<file path="config.mk">
export PLATFORM = sky130hd
export DESIGN_NAME = bounded_deque_with_ordered_insert_core
export DESIGN_NICKNAME = d
export VERILOG_FILES = /design/src/rtl/bdq_pkg.sv /design/src/rtl/bdq_cell.sv /design/src/rtl/bounded_deque_with_ordered_insert_core.sv
export SDC_FILE = /design/constraint.sdc
export NUM_CORES = 2
export LEC_CHECK = 0
export ABC_AREA = 0
export BUFFER_PORTS_ARGS = -buffer_cell sky130_fd_sc_hd__buf_2
export CORE_MARGIN = 5
export CORE_UTILIZATION = 50
export CTS_CLUSTER_DIAMETER = 80
export DETAILED_ROUTE_END_ITERATION = 8
export GPL_ROUTABILITY_DRIVEN = 0
export HOLD_SLACK_MARGIN = 0.1
export PLACE_DENSITY = 0.64
export SLEW_MARGIN = 5
export SYNTH_ARGS = -nofsm -noshare
export SYNTH_HDL_FRONTEND = slang
export SYNTH_SLANG_ARGS = --single-unit
</file>
<file path="constraint.sdc">
create_clock -name clk -period 7.36 [get_ports clk]
set_input_delay 0.736 -clock clk [delete_from_list [all_inputs] [get_ports clk]]
set_output_delay 0.736 -clock clk [all_outputs]
set_load 0.02 [all_outputs]
</file>
<file path="src/rtl/bdq_pkg.sv">
// Package for the bounded deque with ordered insert.
// Command codes, status codes, cell modes, control struct and FSM states.
// No dependencies.
`timescale 1ns / 1ps

package bdq_pkg;

	localparam int DEPTH_DEF = 16;
	localparam int DATA_W    = 32;
	localparam int OP_W      = 3;
	localparam int STATUS_W  = 2;
	localparam int COUNT_W   = 5;

	typedef enum logic [OP_W-1:0] {
		OP_SHOW       = 3'd0,
		OP_PUSH_FRONT = 3'd1,
		OP_PUSH_BACK  = 3'd2,
		OP_POP_FRONT  = 3'd3,
		OP_POP_BACK   = 3'd4,
		OP_INSERT     = 3'd5
	} op_t;

	typedef enum logic [STATUS_W-1:0] {
		STS_OK         = 2'd0,
		STS_EMPTY      = 2'd1,
		STS_FULL       = 2'd2,
		STS_NOT_PLACED = 2'd3
	} status_t;

	// what every cell does this cycle
	typedef enum logic [2:0] {
		CELL_HOLD,
		CELL_INS_FRONT,
		CELL_INS_BACK,
		CELL_INS_ORD,
		CELL_SHL,
		CELL_DROP,
		CELL_ROT
	} cell_mode_t;

	typedef struct packed {
		cell_mode_t        mode;
		logic [DATA_W-1:0] value;  // value being inserted
		logic [DATA_W-1:0] head;   // front entry, wraps to the tail on rotate
	} cell_ctl_t;

	typedef enum logic {
		ST_IDLE,
		ST_SHOW
	} state_t;

endpackage

</file>
<file path="src/rtl/bdq_cell.sv">
// One slot of the deque chain: holds an entry and its valid flag.
// Exchanges entries with both neighbors; uses bdq_pkg.
`timescale 1ns / 1ps

module bdq_cell (
	input  logic                       clk,
	input  logic                       arst_n,
	input  bdq_pkg::cell_ctl_t         ctl,
	input  logic [bdq_pkg::DATA_W-1:0] left_entry,
	input  logic                       left_valid,
	input  logic                       left_lt,
	input  logic                       left_pin,
	input  logic [bdq_pkg::DATA_W-1:0] right_entry,
	input  logic                       right_valid,
	output logic [bdq_pkg::DATA_W-1:0] entry,
	output logic                       valid,
	output logic                       lt,
	output logic                       pin
);

	logic [bdq_pkg::DATA_W-1:0] entry_q;
	logic                       valid_q;
	logic                       take;
	logic                       ins;

	// entry strictly below the value being inserted
	assign lt = valid_q && ($signed(entry_q) < $signed(ctl.value));

	always_comb begin
		unique case (ctl.mode)
			bdq_pkg::CELL_INS_FRONT: take = 1'b1;
			bdq_pkg::CELL_INS_BACK:  take = left_valid && !valid_q;
			// gap between left neighbor and this one, or the tail end
			bdq_pkg::CELL_INS_ORD:   take = left_valid && left_lt &&
				(!valid_q || ($signed(ctl.value) < $signed(entry_q)));
			default:                 take = 1'b0;
		endcase
	end

	assign ins = (ctl.mode == bdq_pkg::CELL_INS_FRONT) ||
		(ctl.mode == bdq_pkg::CELL_INS_BACK) || (ctl.mode == bdq_pkg::CELL_INS_ORD);

	// set once the insert point lies at or before this cell
	assign pin = left_pin || take;

	always_ff @(posedge clk or negedge arst_n) begin
		if (!arst_n) begin
			valid_q <= 1'b0;
		end else begin
			unique case (ctl.mode)
				bdq_pkg::CELL_SHL,
				bdq_pkg::CELL_DROP: valid_q <= right_valid;
				default: begin
					if (ins && left_pin)
						valid_q <= left_valid;
					else if (ins && take)
						valid_q <= 1'b1;
				end
			endcase
		end
	end

	always_ff @(posedge clk) begin
		unique case (ctl.mode)
			bdq_pkg::CELL_SHL: entry_q <= right_entry;
			bdq_pkg::CELL_ROT: begin
				if (right_valid)
					entry_q <= right_entry;
				else if (valid_q)
					entry_q <= ctl.head;
			end
			default: begin
				if (ins && left_pin)
					entry_q <= left_entry;
				else if (ins && take)
					entry_q <= ctl.value;
			end
		endcase
	end

	assign entry = entry_q;
	assign valid = valid_q;

endmodule

</file>
<file path="src/rtl/bounded_deque_with_ordered_insert_core.sv">
// Top level of the bounded deque with ordered insert.
// Chain of bdq_cell slots plus command FSM; uses bdq_pkg.
`timescale 1ns / 1ps

// Each command is taken when start is high and busy is low, and its result
// appears in the next cycle on the result ports with done high for one cycle;
// results cannot be held off. For push, pop and ordered insert every cell
// compares and shifts at once, and the insert point ripples down the chain
// as a one-bit flag. Show reads out every entry held (a single result on an
// empty list): the chain rotates by one slot per cycle and the front slot is
// read out, with busy high until the last entry is read out.

module bounded_deque_with_ordered_insert_core #(
	parameter int DEPTH = bdq_pkg::DEPTH_DEF
) (
	input  logic                         clk,
	input  logic                         arst_n,
	input  logic                         start,
	output logic                         busy,
	input  logic [bdq_pkg::OP_W-1:0]     op,
	input  logic [bdq_pkg::DATA_W-1:0]   value,
	output logic                         done,
	output logic [bdq_pkg::DATA_W-1:0]   out_value,
	output logic [bdq_pkg::STATUS_W-1:0] status,
	output logic [bdq_pkg::COUNT_W-1:0]  entry_count,
	output logic                         last
);

	localparam int CW = $clog2(DEPTH + 1);

	bdq_pkg::state_t    state_q, state_d;
	bdq_pkg::cell_ctl_t ctl;
	logic [CW-1:0]      cnt_q, cnt_d, rem_q;
	logic               accept;
	logic               full, empty, placed;

	logic [bdq_pkg::DATA_W-1:0] e_w   [DEPTH];
	logic [DEPTH-1:0]           vld_w;
	logic [DEPTH-1:0]           lt_w;
	logic [DEPTH-1:0]           pin_w;

	logic                         res_vld;
	logic [bdq_pkg::DATA_W-1:0]   res_val;
	bdq_pkg::status_t             res_st;
	logic                         res_last;

	logic                         done_q;
	logic [bdq_pkg::DATA_W-1:0]   out_value_q;
	logic [bdq_pkg::STATUS_W-1:0] status_q;
	logic [bdq_pkg::COUNT_W-1:0]  entry_count_q;
	logic                         last_q;

	genvar gi;
	generate
		for (gi = 0; gi < DEPTH; gi++) begin : g_cell
			logic [bdq_pkg::DATA_W-1:0] l_e, r_e;
			logic                       l_v, l_lt, l_pin, r_v;
			if (gi == 0) begin : g_first
				assign l_e   = '0;
				assign l_v   = 1'b1;
				assign l_lt  = 1'b1;
				assign l_pin = 1'b0;
			end else begin : g_mid
				assign l_e   = e_w[gi-1];
				assign l_v   = vld_w[gi-1];
				assign l_lt  = lt_w[gi-1];
				assign l_pin = pin_w[gi-1];
			end
			if (gi == DEPTH - 1) begin : g_last
				assign r_e = '0;
				assign r_v = 1'b0;
			end else begin : g_inner
				assign r_e = e_w[gi+1];
				assign r_v = vld_w[gi+1];
			end
			bdq_cell u_cell (
				.clk         (clk),
				.arst_n      (arst_n),
				.ctl         (ctl),
				.left_entry  (l_e),
				.left_valid  (l_v),
				.left_lt     (l_lt),
				.left_pin    (l_pin),
				.right_entry (r_e),
				.right_valid (r_v),
				.entry       (e_w[gi]),
				.valid       (vld_w[gi]),
				.lt          (lt_w[gi]),
				.pin         (pin_w[gi])
			);
		end
	endgenerate

	assign busy   = (state_q == bdq_pkg::ST_SHOW);
	assign accept = start && !busy;
	assign full   = (cnt_q == CW'(DEPTH));
	assign empty  = (cnt_q == '0);
	assign placed = pin_w[DEPTH-1];

	// next state
	always_comb begin
		state_d = state_q;
		unique case (state_q)
			bdq_pkg::ST_IDLE: begin
				if (accept && (op == bdq_pkg::OP_SHOW) && (cnt_q > CW'(1)))
					state_d = bdq_pkg::ST_SHOW;
			end
			bdq_pkg::ST_SHOW: begin
				if (rem_q == CW'(1))
					state_d = bdq_pkg::ST_IDLE;
			end
			default: state_d = bdq_pkg::ST_IDLE;
		endcase
	end

	// cell control
	always_comb begin
		ctl.mode  = bdq_pkg::CELL_HOLD;
		ctl.value = value;
		ctl.head  = e_w[0];
		unique case (state_q)
			bdq_pkg::ST_SHOW: ctl.mode = bdq_pkg::CELL_ROT;
			default: begin
				if (accept) begin
					unique case (bdq_pkg::op_t'(op))
						bdq_pkg::OP_SHOW: begin
							if (!empty)
								ctl.mode = bdq_pkg::CELL_ROT;
						end
						bdq_pkg::OP_PUSH_FRONT: begin
							if (!full)
								ctl.mode = bdq_pkg::CELL_INS_FRONT;
						end
						bdq_pkg::OP_PUSH_BACK: begin
							if (!full)
								ctl.mode = bdq_pkg::CELL_INS_BACK;
						end
						bdq_pkg::OP_POP_FRONT: begin
							if (!empty)
								ctl.mode = bdq_pkg::CELL_SHL;
						end
						bdq_pkg::OP_POP_BACK: begin
							if (!empty)
								ctl.mode = bdq_pkg::CELL_DROP;
						end
						bdq_pkg::OP_INSERT: begin
							if (!full)
								ctl.mode = bdq_pkg::CELL_INS_ORD;
						end
						default: ;  // unused codes leave the list alone
					endcase
				end
			end
		endcase
	end

	// result and next count
	always_comb begin
		res_vld   = 1'b0;
		res_val   = '0;
		res_st    = bdq_pkg::STS_OK;
		res_last  = 1'b1;
		cnt_d     = cnt_q;
		unique case (state_q)
			bdq_pkg::ST_SHOW: begin
				res_vld  = 1'b1;
				res_val  = e_w[0];
				res_last = (rem_q == CW'(1));
			end
			default: begin
				if (accept) begin
					res_vld = 1'b1;
					unique case (bdq_pkg::op_t'(op))
						bdq_pkg::OP_SHOW: begin
							if (empty) begin
								res_st = bdq_pkg::STS_EMPTY;
							end else begin
								res_val  = e_w[0];
								res_last = (cnt_q == CW'(1));
							end
						end
						bdq_pkg::OP_PUSH_FRONT,
						bdq_pkg::OP_PUSH_BACK: begin
							if (full)
								res_st = bdq_pkg::STS_FULL;
							else
								cnt_d = cnt_q + CW'(1);
						end
						bdq_pkg::OP_POP_FRONT,
						bdq_pkg::OP_POP_BACK: begin
							if (empty)
								res_st = bdq_pkg::STS_EMPTY;
							else
								cnt_d = cnt_q - CW'(1);
						end
						bdq_pkg::OP_INSERT: begin
							if (full)
								res_st = bdq_pkg::STS_FULL;
							else if (placed)
								cnt_d = cnt_q + CW'(1);
							else
								res_st = bdq_pkg::STS_NOT_PLACED;
						end
						default: ;  // unused codes leave the list alone
					endcase
				end
			end
		endcase
	end

	always_ff @(posedge clk or negedge arst_n) begin
		if (!arst_n) begin
			state_q <= bdq_pkg::ST_IDLE;
			cnt_q   <= '0;
			rem_q   <= '0;
			done_q  <= 1'b0;
		end else begin
			state_q <= state_d;
			cnt_q   <= cnt_d;
			done_q  <= res_vld;
			if (state_q == bdq_pkg::ST_SHOW)
				rem_q <= rem_q - CW'(1);
			else if (accept)
				rem_q <= cnt_q - CW'(1);
		end
	end

	always_ff @(posedge clk) begin
		out_value_q   <= res_val;
		status_q      <= res_st;
		entry_count_q <= bdq_pkg::COUNT_W'(cnt_d);
		last_q        <= res_last;
	end

	assign done        = done_q;
	assign out_value   = out_value_q;
	assign status      = status_q;
	assign entry_count = entry_count_q;
	assign last        = last_q;

	// as many valid flags as the count, the front one set unless the list is empty
	a_valid_run: assert property (@(posedge clk) disable iff (!arst_n)
		$countones(vld_w) == int'(cnt_q) && (vld_w[0] || cnt_q == '0))
		else $error("valid flags disagree with entry count");

	a_count_bound: assert property (@(posedge clk) disable iff (!arst_n)
		cnt_q <= CW'(DEPTH))
		else $error("entry count above depth");

	a_show_stream: assert property (@(posedge clk) disable iff (!arst_n)
		state_q == bdq_pkg::ST_SHOW |=> done)
		else $error("show readout skipped a cycle");

	a_one_result: assert property (@(posedge clk) disable iff (!arst_n)
		accept && op != bdq_pkg::OP_SHOW |=> done && last && out_value == '0)
		else $error("non-show transaction gave wrong result framing");

	a_count_step: assert property (@(posedge clk) disable iff (!arst_n)
		!accept |=> $stable(cnt_q))
		else $error("entry count changed without a transaction");

endmodule
</file>
==> reports/metrics.yaml <==
rsz0062_at_grt: "false"
multi_input_area_sq_mm: 0.02325
start_util_pct: 50.47
pwr-share-comb_pct: 54.4
power.density_mw_per_mm2: 556.6
drcViolationCount: 0
status: "complete, no violations"
ys_warn_count: 0
synth_ff_type: "edfxtp_1"
grt_busiest_layer: "met2"
seq_power_share_pct: 31.9
port_buffers: 79
timing.final.hold_violations: 0
ios: 80
clk_pin_slew_ns: 0.06
grt_first_pass_wirelength_um: 252000
first_pass_iters: 9
cts_setup_buffers: 0
overflow: 0
grtUsageMet2_pct: 53.04
slew_violations: 0
netSwitchingPower_w: 0.01298
worstRegToRegCells: 16
maxCapViolCount: 0
synth_area_per_cell_sq_um: 9.406
end_kind: "flip-flop"
peakVddDrop_v: 0.0003695
clkLatencyLatePin_ns: 0.64
grt_max_degree: 104
r2r_slack_ns: 0.22
area_growth_pct: 10.75
wire_per_inst_um: 30.42
cts-resized-gates: 0
htree_levels: 3
cts-root-buf: "clkbuf_16"
hold_path.class: "input pin to asynchronous set/reset pin"
track_usage_pct: 37.10
post-route-min-period_ns: 7.139
ys_seq_area_share_pct: 39.21
use_met1_pct: 49.81
async_flop_share_pct: 4.828
dieArea_sq_mm: 0.09205
ant_nets: 0
cts_buffers: 71
tns_ns: 0
grt_pass1_vias: 37320
clock_skew_ns: 0.03829
syn_inst: 4576
synth_edf_count: 512
worstPathRequired_ns: 7.73
num_rows: 107
syn-num-nets: 5131
hpwl_um: 124700
internal_power_w: 0.01355
leakagePower_nw: 20.97
worstSetupPathType: "flip-flop to flip-flop"
final_layout_size_suffix_gt1_share_pct: 8.604
avgViaCountPerCell: 6.931
synth_area_sq_mm: 0.04304
worst_setup_path_start_kind: "flip-flop"
slew_headroom_pct: 5.091
cts_max_path_buffers: 3
grtUsageMet3_pct: 13.90
r2r-start: "g_cell[0].u_cell.entry[30]$_DFFE_PP_"
die_y_um: 303.4
ys_ff_latch: 580
arrival_ns: 7.51
max_freq_mhz: 140.1
final_cells: 5773
critPathMaxFanout: 19
cts.sinks: 580
sw_frac_of_total_pct: 48.91
drt-initial-drc-count: 5830
n_fill_cell: 7675
wl_um: 175600
tightestPinTransition_ns: 1.413
finalNetCount: 5122
dieWidth_um: 303.4
tritoncts: "yes"
finalSetupViolCount: 0
antenna_found_initial: 6
pwr-share-clk_pct: 13.7
placedCellCount: 5638
vias: 40010
cts_hold_buf: 0
core_sq_mm: 0.08528
r2r_end: "g_cell[14].u_cell.entry[19]$_DFFE_PP_"
finalCritPeriodShare_pct: 97.00
register_area_sq_mm: 0.01688
yosysUniqueCellTypes: 88
[power by group through the flow]
stage	registers (W)	logic [W]	clock network (W)
floorplan	0.00771	0.00877	0
global placement	0.00840	0.0135	0
detailed placement	0.00840	0.0138	0
CTS	0.00836	0.0139	0.00365
global route	0.00860	0.0153	0.00378
finish	0.00846	0.0144	0.00365
[through the flow]
stage / utilization, % / cell area, sq um / total power (W) / worst slack (ns) / hold WS [ns]
finish: 55.90 / 47670 / 0.02653 / 0.2211 / 0.1879
global route: 55.89 / 47660 / 0.02771 / 0.2201 / 0.2258
CTS: 55.88 / 47650 / 0.02588 / 0.7706 / 0.1769
detailed placement: 53.14 / 45320 / 0.02222 / 0.4501 / 0.5693
global placement: 53.14 / 45320 / 0.02191 / 0.4230 / 0.5579
floorplan: - / 43040 / 0.01648 / 1.397 / 0.4404
[cell usage in the layout (no fill, tap or decap), drive strengths merged, types with 96 or more instances in the layout]
| cell | count |
|---|---|
| inv | 567 |
| ha | 517 |
| edfxtp | 512 |
| o21ai | 407 |
| nand2 | 328 |
| a21oi | 300 |
| a22oi | 251 |
| nor2 | 245 |
| buf | 221 |
| mux2i | 174 |
| a221o | 164 |
| clkbuf | 107 |
| nand4 | 98 |
| o211ai | 96 |
[how the worst max path moves through the flow]
stage | endpoint | slack (ns) | start | cells past startpoint
2_1_floorplan | g_cell[11].u_cell.entry[0]$_DFFE_PP_ | 1.40 | value[0] | 16
3_3_place_gp | g_cell[10].u_cell.entry[15]$_DFFE_PP_ | 0.42 | value[31] | 15
3_5_place_dp | g_cell[10].u_cell.entry[12]$_DFFE_PP_ | 0.45 | value[31] | 15
4_1_cts | g_cell[10].u_cell.entry[12]$_DFFE_PP_ | 0.77 | g_cell[0].u_cell.entry[26]$_DFFE_PP_ | 15
5_1_grt | g_cell[10].u_cell.entry[5]$_DFFE_PP_ | 0.22 | g_cell[0].u_cell.entry[26]$_DFFE_PP_ | 15
6_report | g_cell[14].u_cell.entry[19]$_DFFE_PP_ | 0.22 | g_cell[0].u_cell.entry[30]$_DFFE_PP_ | 16
[flip-flops by register name, summed over array words and instances, names as in the netlist]
signal / cells
busy: 1
entry_count: 5
done: 1
status: 2
out_value: 32
g_cell.u_cell.valid: 16
last: 1
cnt_q: 5
rem_q: 5
g_cell.u_cell.entry: 512
[cell type report]
type	count	share of cell area (%)
clock buffer	107	4.402
multi-input combinational	3127	48.78
timing repair buffer	221	3.433
sequential	580	35.40
inverter	566	4.457
clock inverter	25	0.5040
antenna	3	0.01575
tap	1144	3.003
[kinds of logic after synthesis]
kind of cell,after synthesis,synth area share (%)
AOI/OAI and AO/OA,1490,23.49
and+or+nand+nor,935,10.15
buffers and inverters,869,7.840
DFF,580,39.21
adders and majority gates,517,15.03
muxes,176,4.099
xor gates and xnor gates,9,0.1831
[routing by layer]
layer  share of wire, %  wire (um)
met4                5.9      10320
met3                 16      27760
met2                 41      71570
met5             0.0074         13
met1                 38      65930
[synthesized netlist by cell type (11+ instances only)]
| cell type | number | area (sq um) |
|---|---|---|
| mux2i_1 | 174 | 1742 |
| nor3_1 | 42 | 210.2 |
| buf_2 | 36 | 180.2 |
| a221oi_1 | 11 | 96.34 |
| o211ai_1 | 96 | 720.7 |
| inv_1 | 565 | 2121 |
| and3_1 | 19 | 118.9 |
| nor2_1 | 245 | 919.6 |
| o221ai_1 | 24 | 210.2 |
| a222oi_1 | 29 | 290.3 |
| a221o_1 | 164 | 1642 |
| a211oi_1 | 30 | 225.2 |
| o31ai_1 | 11 | 82.58 |
| dfxtp_1 | 40 | 800.8 |
| o21ai_1 | 168 | 840.8 |
| nand4_1 | 98 | 613.1 |
| nand3_1 | 91 | 455.4 |
| a22oi_1 | 250 | 1877 |
| nor2b_1 | 22 | 137.6 |
| nand2b_1 | 16 | 100.1 |
| edfxtp_1 | 512 | 15370 |
| clkbuf_1 | 239 | 897.1 |
| o21ai_0 | 239 | 1196 |
| nand2_1 | 328 | 1231 |
| a21oi_1 | 299 | 1496 |
| and4_1 | 13 | 113.9 |
| a21o_1 | 47 | 352.8 |
| buf_1 | 17 | 63.81 |
| dfrtp_1 | 28 | 700.7 |
| ha_1 | 517 | 6469 |
| nor4_1 | 22 | 137.6 |
| a211o_1 | 38 | 332.8 |
[worst max-delay path: stages, from the launching register on]
cell	delay, ns
edfxtp_1	0.77
inv_1	0.13
ha_1	0.34
nand4_1	0.19
nor4_1	1.15
nand3_1	0.69
a31oi_1	0.60
a211oi_1	0.19
mux2i_1	0.37
a22oi_2	0.11
buf_4	0.29
nor4_1	0.60
and3_2	0.50
and2_2	0.27
buf_12	0.22
mux2i_1	0.12
a221o_1	0.28
Power figures use the tool's default switching activity.
